--- src/rtl/core/tmpb_pkg.sv ---
package tmpb_pkg;

  // parameter defaults
  localparam int SAMPLE_BITS_DEF = 12;
  localparam int MAX_WINDOW_DEF  = 64;

  // fixed port widths
  localparam int IN_W       = 12;
  localparam int OUT_W      = 12;
  localparam int DUTY_W     = 8;
  localparam int CMP_W      = 12;
  localparam int BAR_W      = 6;
  localparam int COUNT_W    = 7;
  localparam int OFFSET_W   = 12;
  localparam int PERIOD_W   = 11;
  localparam int CFG_IDX_W  = 2;
  localparam int CFG_DATA_W = 12;

  // configuration register indexes
  typedef enum logic [CFG_IDX_W-1:0] {
    REG_SAMPLE_COUNT = 2'd0,
    REG_LEVEL_OFFSET = 2'd1,
    REG_PWM_PERIOD   = 2'd2
  } cfg_reg_t;

  // configuration reset values
  localparam logic [COUNT_W-1:0]  SAMPLE_COUNT_RST = 7'd10;
  localparam logic [OFFSET_W-1:0] LEVEL_OFFSET_RST = 12'd2000;
  localparam logic [PERIOD_W-1:0] PWM_PERIOD_RST   = 11'd512;

  // limits
  localparam logic [PERIOD_W-1:0] PERIOD_MAX = 11'd1024;
  localparam logic [OUT_W-1:0]    FILT_MAX   = 12'd4095;
  localparam int                  MIN_WINDOW = 3;

  // reciprocal constants: x/20 for x < 4096, y/100 for y < 2^19
  localparam logic [11:0] DUTY_RECIP = 12'd3277;
  localparam int          DUTY_SHIFT = 16;
  localparam logic [20:0] CMP_RECIP  = 21'd1342178;
  localparam int          CMP_SHIFT  = 27;

  // bar graph thresholds
  localparam int BAR_STEP = 400;

  // queue between front and back
  localparam int QUEUE_DEPTH = 2;

  // derived widths
  function automatic int samp_w(input int sample_bits);
    return (sample_bits < IN_W) ? sample_bits : IN_W;
  endfunction

  function automatic int cnt_w(input int max_window);
    return $clog2(max_window + 1);
  endfunction

  function automatic int sum_w(input int sample_bits, input int max_window);
    return samp_w(sample_bits) + cnt_w(max_window);
  endfunction

  function automatic int div_w(input int max_window);
    return $clog2(max_window - 1);
  endfunction

  // thermometer mask, empty at or above six steps
  function automatic logic [BAR_W-1:0] bar_mask(input logic [OUT_W-1:0] lvl);
    logic [BAR_W-1:0] m;
    m = '0;
    for (int j = 0; j < BAR_W; j++) begin
      m[j] = (lvl >= OUT_W'(BAR_STEP * j)) && (lvl < OUT_W'(BAR_STEP * BAR_W));
    end
    return m;
  endfunction

endpackage

--- src/rtl/core/tmpb_front.sv ---
module tmpb_front #(
  parameter int SAMPLE_BITS = tmpb_pkg::SAMPLE_BITS_DEF,
  parameter int MAX_WINDOW  = tmpb_pkg::MAX_WINDOW_DEF
) (
  input  logic                                               clk,
  input  logic                                               rst,
  input  logic                                               accept,
  input  logic [tmpb_pkg::IN_W-1:0]                          sample,
  input  logic [tmpb_pkg::COUNT_W-1:0]                       sample_count,
  output logic                                               push,
  output logic [tmpb_pkg::sum_w(SAMPLE_BITS, MAX_WINDOW)-1:0] trimmed,
  output logic [tmpb_pkg::div_w(MAX_WINDOW)-1:0]             divisor
);

  localparam int SAMP_W = tmpb_pkg::samp_w(SAMPLE_BITS);
  localparam int CNT_W  = tmpb_pkg::cnt_w(MAX_WINDOW);
  localparam int SUM_W  = tmpb_pkg::sum_w(SAMPLE_BITS, MAX_WINDOW);
  localparam int DIV_W  = tmpb_pkg::div_w(MAX_WINDOW);
  localparam int NW     = (CNT_W + 1 > tmpb_pkg::COUNT_W + 1) ? CNT_W + 1
                                                              : tmpb_pkg::COUNT_W + 1;

  logic [SUM_W-1:0]  running_sum;
  logic [SAMP_W-1:0] window_min;
  logic [SAMP_W-1:0] window_max;
  logic [CNT_W-1:0]  samples_seen;

  logic [SAMP_W-1:0] s;
  logic [SUM_W-1:0]  sum_next;
  logic [SAMP_W-1:0] min_next;
  logic [SAMP_W-1:0] max_next;
  logic [CNT_W:0]    seen_inc;
  logic [NW-1:0]     count_ext;
  logic [NW-1:0]     n_eff;
  logic [SUM_W-1:0]  extremes;
  logic              window_end;

  // fold the new sample into the window
  always_comb begin
    s        = sample[SAMP_W-1:0];
    sum_next = running_sum + SUM_W'(s);
    min_next = (s < window_min) ? s : window_min;
    max_next = (s > window_max) ? s : window_max;
    seen_inc = {1'b0, samples_seen} + (CNT_W + 1)'(1);
  end

  // effective window length, clamped to the legal range
  always_comb begin
    count_ext = NW'(sample_count);
    if (count_ext < NW'(tmpb_pkg::MIN_WINDOW)) begin
      n_eff = NW'(tmpb_pkg::MIN_WINDOW);
    end else if (count_ext > NW'(MAX_WINDOW)) begin
      n_eff = NW'(MAX_WINDOW);
    end else begin
      n_eff = count_ext;
    end
  end

  // window end: drop min and max, hand off sum and divisor
  always_comb begin
    window_end = NW'(seen_inc) >= n_eff;
    extremes   = SUM_W'(min_next) + SUM_W'(max_next);
    trimmed    = (sum_next >= extremes) ? (sum_next - extremes) : '0;
    divisor    = DIV_W'(n_eff - NW'(2));
    push       = accept && window_end;
  end

  // window state
  always_ff @(posedge clk) begin
    if (rst) begin
      running_sum  <= '0;
      window_min   <= '1;
      window_max   <= '0;
      samples_seen <= '0;
    end else if (accept) begin
      if (window_end) begin
        running_sum  <= '0;
        window_min   <= '1;
        window_max   <= '0;
        samples_seen <= '0;
      end else begin
        running_sum  <= sum_next;
        window_min   <= min_next;
        window_max   <= max_next;
        samples_seen <= seen_inc[CNT_W-1:0];
      end
    end
  end

endmodule

--- src/rtl/core/tmpb_fifo.sv ---
module tmpb_fifo #(
  parameter int WIDTH = 8
) (
  input  logic             clk,
  input  logic             rst,
  input  logic             push,
  input  logic [WIDTH-1:0] wdata,
  output logic             full,
  input  logic             pop,
  output logic [WIDTH-1:0] rdata,
  output logic             empty
);

  localparam int DEPTH = tmpb_pkg::QUEUE_DEPTH;
  localparam int PTR_W = $clog2(DEPTH);

  logic [WIDTH-1:0] mem [DEPTH];
  logic [PTR_W-1:0] wr_ptr;
  logic [PTR_W-1:0] rd_ptr;
  logic [PTR_W:0]   fill;

  logic do_push;
  logic do_pop;

  always_comb begin
    full    = (fill == (PTR_W + 1)'(DEPTH));
    empty   = (fill == '0);
    do_push = push && !full;
    do_pop  = pop && !empty;
    rdata   = mem[rd_ptr];
  end

  // storage
  always_ff @(posedge clk) begin
    if (do_push) begin
      mem[wr_ptr] <= wdata;
    end
  end

  // pointers and fill level
  always_ff @(posedge clk) begin
    if (rst) begin
      wr_ptr <= '0;
      rd_ptr <= '0;
      fill   <= '0;
    end else begin
      if (do_push) begin
        wr_ptr <= (wr_ptr == PTR_W'(DEPTH - 1)) ? '0 : wr_ptr + PTR_W'(1);
      end
      if (do_pop) begin
        rd_ptr <= (rd_ptr == PTR_W'(DEPTH - 1)) ? '0 : rd_ptr + PTR_W'(1);
      end
      if (do_push && !do_pop) begin
        fill <= fill + (PTR_W + 1)'(1);
      end else if (do_pop && !do_push) begin
        fill <= fill - (PTR_W + 1)'(1);
      end
    end
  end

endmodule

--- src/rtl/core/tmpb_back.sv ---
module tmpb_back #(
  parameter int SUM_W = 18,
  parameter int DIV_W = 6
) (
  input  logic                            clk,
  input  logic                            rst,
  input  logic                            q_empty,
  output logic                            q_pop,
  input  logic [SUM_W-1:0]                q_trimmed,
  input  logic [DIV_W-1:0]                q_divisor,
  input  logic [tmpb_pkg::OFFSET_W-1:0]   level_offset,
  input  logic [tmpb_pkg::PERIOD_W-1:0]   pwm_period,
  output logic                            done,
  output logic [tmpb_pkg::OUT_W-1:0]      filtered,
  output logic [tmpb_pkg::OUT_W-1:0]      level,
  output logic [tmpb_pkg::DUTY_W-1:0]     duty_percent,
  output logic [tmpb_pkg::CMP_W-1:0]      pwm_compare,
  output logic [tmpb_pkg::BAR_W-1:0]      led_bar
);

  localparam int OUT_W  = tmpb_pkg::OUT_W;
  localparam int DUTY_W = tmpb_pkg::DUTY_W;
  localparam int BIT_W  = (SUM_W > 1) ? $clog2(SUM_W) : 1;
  localparam int QW     = (SUM_W > OUT_W) ? SUM_W : OUT_W;
  localparam int DPROD_W = OUT_W + 12;
  localparam int CPROD_W = tmpb_pkg::PERIOD_W + DUTY_W;
  localparam int SPROD_W = CPROD_W + 21;

  typedef enum logic [2:0] {
    ST_IDLE,
    ST_DIV,
    ST_LEVEL,
    ST_DUTY,
    ST_CMP,
    ST_SCALE,
    ST_OUT
  } state_t;

  state_t state;

  logic [SUM_W-1:0]   quo;
  logic [DIV_W-1:0]   rem;
  logic [DIV_W-1:0]   div_r;
  logic [BIT_W-1:0]   bit_cnt;
  logic [OUT_W-1:0]   filt_r;
  logic [OUT_W-1:0]   level_r;
  logic [DPROD_W-1:0] duty_prod;
  logic [DUTY_W-1:0]  duty_r;
  logic [CPROD_W-1:0] cmp_prod;
  logic [SPROD_W-1:0] scale_prod;

  logic [DIV_W:0]     shifted;
  logic               fits;
  logic [DIV_W:0]     rem_sub;
  logic [QW-1:0]      quo_ext;
  logic [OUT_W-1:0]   filt_sat;
  logic [DUTY_W-1:0]  duty_c;
  logic [tmpb_pkg::PERIOD_W-1:0] period_eff;

  // one restoring division step, plus saturation and clamps
  always_comb begin
    shifted    = {rem, quo[SUM_W-1]};
    fits       = shifted >= {1'b0, div_r};
    rem_sub    = shifted - {1'b0, div_r};
    quo_ext    = QW'(quo);
    filt_sat   = (quo_ext > QW'(tmpb_pkg::FILT_MAX)) ? tmpb_pkg::FILT_MAX
                                                     : quo_ext[OUT_W-1:0];
    duty_c     = duty_prod[tmpb_pkg::DUTY_SHIFT +: DUTY_W];
    period_eff = (pwm_period > tmpb_pkg::PERIOD_MAX) ? tmpb_pkg::PERIOD_MAX : pwm_period;
    q_pop      = (state == ST_IDLE) && !q_empty;
  end

  // sequencer with registered results
  always_ff @(posedge clk) begin
    if (rst) begin
      state <= ST_IDLE;
      done  <= 1'b0;
    end else begin
      done <= 1'b0;
      case (state)
        ST_IDLE: begin
          if (!q_empty) begin
            quo     <= q_trimmed;
            div_r   <= q_divisor;
            rem     <= '0;
            bit_cnt <= BIT_W'(SUM_W - 1);
            state   <= ST_DIV;
          end
        end
        ST_DIV: begin
          rem <= fits ? rem_sub[DIV_W-1:0] : shifted[DIV_W-1:0];
          quo <= {quo[SUM_W-2:0], fits};
          if (bit_cnt == '0) begin
            state <= ST_LEVEL;
          end else begin
            bit_cnt <= bit_cnt - BIT_W'(1);
          end
        end
        ST_LEVEL: begin
          filt_r  <= filt_sat;
          level_r <= (filt_sat > level_offset) ? (filt_sat - level_offset) : '0;
          state   <= ST_DUTY;
        end
        ST_DUTY: begin
          duty_prod <= DPROD_W'(level_r) * DPROD_W'(tmpb_pkg::DUTY_RECIP);
          state     <= ST_CMP;
        end
        ST_CMP: begin
          duty_r   <= duty_c;
          cmp_prod <= CPROD_W'(period_eff) * CPROD_W'(duty_c);
          state    <= ST_SCALE;
        end
        ST_SCALE: begin
          scale_prod <= SPROD_W'(cmp_prod) * SPROD_W'(tmpb_pkg::CMP_RECIP);
          state      <= ST_OUT;
        end
        ST_OUT: begin
          done         <= 1'b1;
          filtered     <= filt_r;
          level        <= level_r;
          duty_percent <= duty_r;
          pwm_compare  <= scale_prod[tmpb_pkg::CMP_SHIFT +: tmpb_pkg::CMP_W];
          led_bar      <= tmpb_pkg::bar_mask(level_r);
          state        <= ST_IDLE;
        end
        default: begin
          state <= ST_IDLE;
        end
      endcase
    end
  end

endmodule

--- src/rtl/core/trimmed_mean_pwm_bargraph.sv ---
// Trimmed-mean ADC filter with PWM duty and LED bar outputs. A sample is
// taken on each cycle with start high and busy low; busy rises only when the
// two-entry window queue is full. On the sample that closes a window the
// trimmed sum goes via that queue to a bit-serial divider that forms one bit
// per cycle, and once the divider is free the result appears with a one-cycle
// done pulse. The result ports hold their value until the next done, but the
// receiver cannot stall: each result must be taken in its done cycle.
// cfg_ready is always high; configuration writes take effect at once and
// belong to idle periods.
module trimmed_mean_pwm_bargraph #(
  parameter int SAMPLE_BITS = tmpb_pkg::SAMPLE_BITS_DEF,
  parameter int MAX_WINDOW  = tmpb_pkg::MAX_WINDOW_DEF
) (
  input  logic                             clk,
  input  logic                             rst,
  input  logic                             start,
  output logic                             busy,
  input  logic [tmpb_pkg::IN_W-1:0]        sample,
  output logic                             done,
  output logic [tmpb_pkg::OUT_W-1:0]       filtered,
  output logic [tmpb_pkg::OUT_W-1:0]       level,
  output logic [tmpb_pkg::DUTY_W-1:0]      duty_percent,
  output logic [tmpb_pkg::CMP_W-1:0]       pwm_compare,
  output logic [tmpb_pkg::BAR_W-1:0]       led_bar,
  input  logic                             cfg_valid,
  output logic                             cfg_ready,
  input  logic [tmpb_pkg::CFG_IDX_W-1:0]   cfg_index,
  input  logic [tmpb_pkg::CFG_DATA_W-1:0]  cfg_data
);

  localparam int SUM_W = tmpb_pkg::sum_w(SAMPLE_BITS, MAX_WINDOW);
  localparam int DIV_W = tmpb_pkg::div_w(MAX_WINDOW);
  localparam int Q_W   = SUM_W + DIV_W;

  logic [tmpb_pkg::COUNT_W-1:0]  sample_count;
  logic [tmpb_pkg::OFFSET_W-1:0] level_offset;
  logic [tmpb_pkg::PERIOD_W-1:0] pwm_period;

  logic             accept;
  logic             push;
  logic [SUM_W-1:0] f_trimmed;
  logic [DIV_W-1:0] f_divisor;
  logic             q_full;
  logic             q_empty;
  logic             q_pop;
  logic [Q_W-1:0]   q_rdata;

  assign cfg_ready = 1'b1;
  assign busy      = q_full;
  assign accept    = start && !busy;

  // configuration registers
  always_ff @(posedge clk) begin
    if (rst) begin
      sample_count <= tmpb_pkg::SAMPLE_COUNT_RST;
      level_offset <= tmpb_pkg::LEVEL_OFFSET_RST;
      pwm_period   <= tmpb_pkg::PWM_PERIOD_RST;
    end else if (cfg_valid && cfg_ready) begin
      case (tmpb_pkg::cfg_reg_t'(cfg_index))
        tmpb_pkg::REG_SAMPLE_COUNT: sample_count <= cfg_data[tmpb_pkg::COUNT_W-1:0];
        tmpb_pkg::REG_LEVEL_OFFSET: level_offset <= cfg_data[tmpb_pkg::OFFSET_W-1:0];
        tmpb_pkg::REG_PWM_PERIOD:   pwm_period   <= cfg_data[tmpb_pkg::PERIOD_W-1:0];
        default: ;
      endcase
    end
  end

  // window accumulation
  tmpb_front #(
    .SAMPLE_BITS (SAMPLE_BITS),
    .MAX_WINDOW  (MAX_WINDOW)
  ) u_front (
    .clk          (clk),
    .rst          (rst),
    .accept       (accept),
    .sample       (sample),
    .sample_count (sample_count),
    .push         (push),
    .trimmed      (f_trimmed),
    .divisor      (f_divisor)
  );

  // finished windows waiting for the divider
  tmpb_fifo #(
    .WIDTH (Q_W)
  ) u_fifo (
    .clk   (clk),
    .rst   (rst),
    .push  (push),
    .wdata ({f_trimmed, f_divisor}),
    .full  (q_full),
    .pop   (q_pop),
    .rdata (q_rdata),
    .empty (q_empty)
  );

  // division and output scaling
  tmpb_back #(
    .SUM_W (SUM_W),
    .DIV_W (DIV_W)
  ) u_back (
    .clk          (clk),
    .rst          (rst),
    .q_empty      (q_empty),
    .q_pop        (q_pop),
    .q_trimmed    (q_rdata[Q_W-1:DIV_W]),
    .q_divisor    (q_rdata[DIV_W-1:0]),
    .level_offset (level_offset),
    .pwm_period   (pwm_period),
    .done         (done),
    .filtered     (filtered),
    .level        (level),
    .duty_percent (duty_percent),
    .pwm_compare  (pwm_compare),
    .led_bar      (led_bar)
  );

endmodule

--- config.mk ---
export PLATFORM = sky130hd
export DESIGN_NAME = trimmed_mean_pwm_bargraph
export DESIGN_NICKNAME = d
export VERILOG_FILES = /design/src/rtl/core/tmpb_pkg.sv /design/src/rtl/core/tmpb_front.sv /design/src/rtl/core/tmpb_fifo.sv /design/src/rtl/core/tmpb_back.sv /design/src/rtl/core/trimmed_mean_pwm_bargraph.sv
export SDC_FILE = /design/constraint.sdc
export NUM_CORES = 1
export LEC_CHECK = 0
export BUFFER_PORTS_ARGS = -buffer_cell sky130_fd_sc_hd__buf_4
export CORE_AREA = 2 2 257 259
export CTS_CLUSTER_DIAMETER = 40
export CTS_CLUSTER_SIZE = 12
export DETAILED_ROUTE_END_ITERATION = 12
export DIE_AREA = 0 0 259 261
export PLACE_DENSITY = 0.6
export SLEW_MARGIN = 20
export SYNTH_ARGS = -nofsm -noshare
export SYNTH_HDL_FRONTEND = slang
export SYNTH_SLANG_ARGS = --single-unit
--- constraint.sdc ---
create_clock -name clk -period 15.4 [get_ports clk]
set_input_delay 1.54 -clock clk [delete_from_list [all_inputs] [get_ports clk]]
set_output_delay 1.54 -clock clk [all_outputs]
set_load 0.01 [all_outputs]
==> reports/qor.yml <==
ys_ff_latch: 296
fp.dieH_um: 261
crit_family: "compound AO/OA/AOI/OAI gates"
cts.sinks: 296
synthCells: 2453
rrSetupSlack_ns: 8.18
ys_top_cells_by_area: "edfxtp_1, ha_1, fa_1"
critPathBufInv: 1
dieArea_um2: 67600
r2r-start: "u_front.window_max[11]"
cpPeakStageDelay_ns: 0.59
cts_tree: "done"
synth_cell_types: 65
rr_worst_depth: 27
outcome: "completed"
whs_ns: 0.415
io_buffers: 81
synth_area_leader_cell: "edfxtp_1"
crit_path_end_kind: "flip-flop"
start_util_pct: 39.4
postLayoutCoreUtil_pct: 44.8
synth_top_area_share_pct: 24.3
min_period_ns: 7.89
hold_viol_final: 0
fmax_mhz: 127
max_slew_margin_pct: 23.5
clock_latency_ns: 0.60
vias_per_cell: 4.97
synthArstFlopShare_pct: 0
synthAdderAreaFrac_pct: 36.4
hold_path_depth: 0
worstSetupPathDepth: 27
crit_path_start_kind: "input pin"
io_pins: 83
ant_nets: 0
crit_type: "in -> reg"
endpoint: "u_fifo.mem[1][15]"
skew_ns: 0.0277
slew_viol_final: 0
path_max_fanout: 18
startpoint: "sample[10]"
drive_gt1_share_pct: 9.95
tightestPinTransition_ns: 1.15
grt_antenna_before_repair: 0
wl_um: 56100
synth_area_per_cell_um2: 10.4
coreArea_um2: 65000
synth-simple-area-share_pct: 10.3
setup_viol: 0
grt_pass1_wl_um: 92800
gp_congestion: 0.855
synth_compound_area_share_pct: 8.21
track_usage_pct: 16.9
cp_slowest_cell: "and3_1"
wire_per_inst_um: 16.2
cts_setup_buffers: 0
synth-main-ff-cell: "edfxtp_1"
vias: 17200
row_count: 94
cp.arrival_ns: 8.24
syn-cell-area_um2: 25600
stdcell_area_um2: 29100
hold_buffers: 0
grt_max_degree: 51
peakVddDrop_mv: 0.0954
cp_data_required_time_ns: 15.75
synth_top_family_by_area: "adder cells"
cts_root_buf: "clkbuf_16"
period_share_pct: 51.3
synth_edf_count: 207
synthMuxAreaShare_pct: 3.15
r2r_end: "u_fifo.mem[1][15]"
final_net_count: 3192
place_area_um2: 27200
area_growth_pct: 13.7
yosysSeqAreaShare_pct: 31.2
drt_iter0_markers: 857
clockBufferDepth: 3
clkTransAtPathRegs_ns: 0.06
grt_overflow: 0
grt_pass1_vias: 18200
cts_made_buffers: 55
htreeDepth: 2
hpwl_um: 44400
drt_pass1_iterations: 4
maxCapViolCount: 0
rsz0062_at_grt: "no"
p_total_mw: 3.20
synth-xor-area-share_pct: 3.35
drc: 0
power_leakage_nw: 13.5
ctsResizeCount: 0
fin_setup_tns_ns: 0
syn_nets: 3096
power_density_nw_per_um2: 110
die_w_um: 259
diodes: 0
yosysWarnings: 0
hp-class: "reg -> reg"
==> Yosys cell counts (all sizes together) (5+ instances only) <==
| library cell | n |
|---|---|
| a211oi | 6 |
| a21boi | 8 |
| a21o | 33 |
| a21oi | 106 |
| a22oi | 16 |
| a31oi | 8 |
| and2 | 48 |
| and3 | 14 |
| buf | 11 |
| clkbuf | 48 |
| dfxtp | 89 |
| edfxtp | 207 |
| fa | 222 |
| ha | 391 |
| inv | 435 |
| mux2 | 29 |
| mux2i | 48 |
| nand2 | 165 |
| nand2b | 19 |
| nand3 | 39 |
| nand3b | 8 |
| nand4 | 16 |
| nor2 | 126 |
| nor2b | 31 |
| nor3 | 33 |
| nor3b | 6 |
| nor4 | 5 |
| o211ai | 16 |
| o21a | 16 |
| o21ai | 67 |
| o21bai | 12 |
| o31ai | 5 |
| or2 | 17 |
| or3 | 9 |
| xnor2 | 59 |
| xor2 | 39 |
==> metal layers <==
metal | part of all wire [%] | vias up | GRT usage [%]
li1 | - | 8417 | -
met1 | 45 | 8449 | 21.8
met2 | 50 | 226 | 29.9
met3 | 3.1 | 80 | 2.42
met4 | 2.1 | 0 | 4.17
met5 | 0 | - | 0
==> worst register-to-register path: cells and delay by family, from the launching register on <==
kind | cells | cell delay [ns]
AO/OA/AOI/OAI | 14 | 2.73
XOR/XNOR | 1 | 0.17
adder cells (fa/ha/maj) | 4 | 1.27
buffers and inverters | 1 | 0.06
flip-flops | 1 | 0.36
multiplexers | 1 | 0.42
AND/OR/NAND/NOR | 6 | 1.95
==> worst min path at each step <==
stage,startpoint,endpoint,slack [ns]
2_1_floorplan,u_back.duty_r[0],u_back.duty_percent[0],0.40
3_3_place_gp,u_back.filt_r[1],u_back.filtered[1],0.40
3_5_place_dp,u_back.duty_r[7],u_back.duty_percent[7],0.40
4_1_cts,u_back.filt_r[8],u_back.filtered[8],0.42
5_1_grt,u_back.filt_r[8],u_back.filtered[8],0.43
6_report,u_back.filt_r[8],u_back.filtered[8],0.41
==> cells in the final DEF, fill, tap and decap left out, drive strengths merged, types with 67 or more instances in the layout <==
master,Yosys,final
a21oi,106,106
buf,11,98
dfxtp,89,89
edfxtp,207,207
fa,222,222
ha,391,391
inv,435,453
nand2,165,165
nor2,126,126
o21ai,67,67
==> where the power goes <==
| part | switching [mW] | total, mW | leakage, nW | internal (mW) |
|---|---|---|---|---|
| sequential | 0.0395 | 1.02 | 2.58 | 0.980 |
| clock | 0.464 | 1.21 | 0.911 | 0.745 |
| combinational | 0.591 | 0.968 | 10.0 | 0.378 |
| total | 1.09 | 3.20 | 13.5 | 2.10 |
==> flip-flops by register name, summed over array words and instances, names as in the netlist, 6 cells and up, named ones only <==
name / count
u_fifo.mem: 50
u_back.cmp_prod: 19
u_back.quo: 19
u_front.running_sum: 19
level_offset: 12
u_back.filt_r: 12
u_back.filtered: 12
u_back.level: 12
u_back.level_r: 12
u_back.pwm_compare: 12
u_back.scale_prod: 12
u_front.window_max: 12
u_front.window_min: 12
pwm_period: 11
u_back.duty_percent: 8
u_back.duty_prod: 8
u_back.duty_r: 8
sample_count: 7
u_front.samples_seen: 7
u_back.div_r: 6
u_back.led_bar: 6
u_back.rem: 6
==> cell families after synthesis <==
family          count (synthesis)
simple gates                  545
fa+ha+maj                     613
other cells                     1
compound gates                329
buf+inv                       494
flops                         296
xor+xnor                       98
mux                            77
==> per-stage QoR <==
stage / setup slack [ns] / instances
after floorplan: 7.98 / 2453
after global placement: 7.04 / 3356
after detailed placement: 6.92 / 3356
after CTS: 7.54 / 3458
after global routing: 6.94 / 3458
final: 7.51 / 3458
==> final cells by class <==
class / instances / area [um^2]
timing repair buffer: 98 / 736
inverter: 435 / 1630
multi-input combinational: 1663 / 15800
tap: 864 / 1080
sequential: 296 / 8000
clock buffer: 59 / 1430
clock inverter: 43 / 454
fill: 6103 / 35900
No activity file was read; power rests on OpenSTA's default activity.
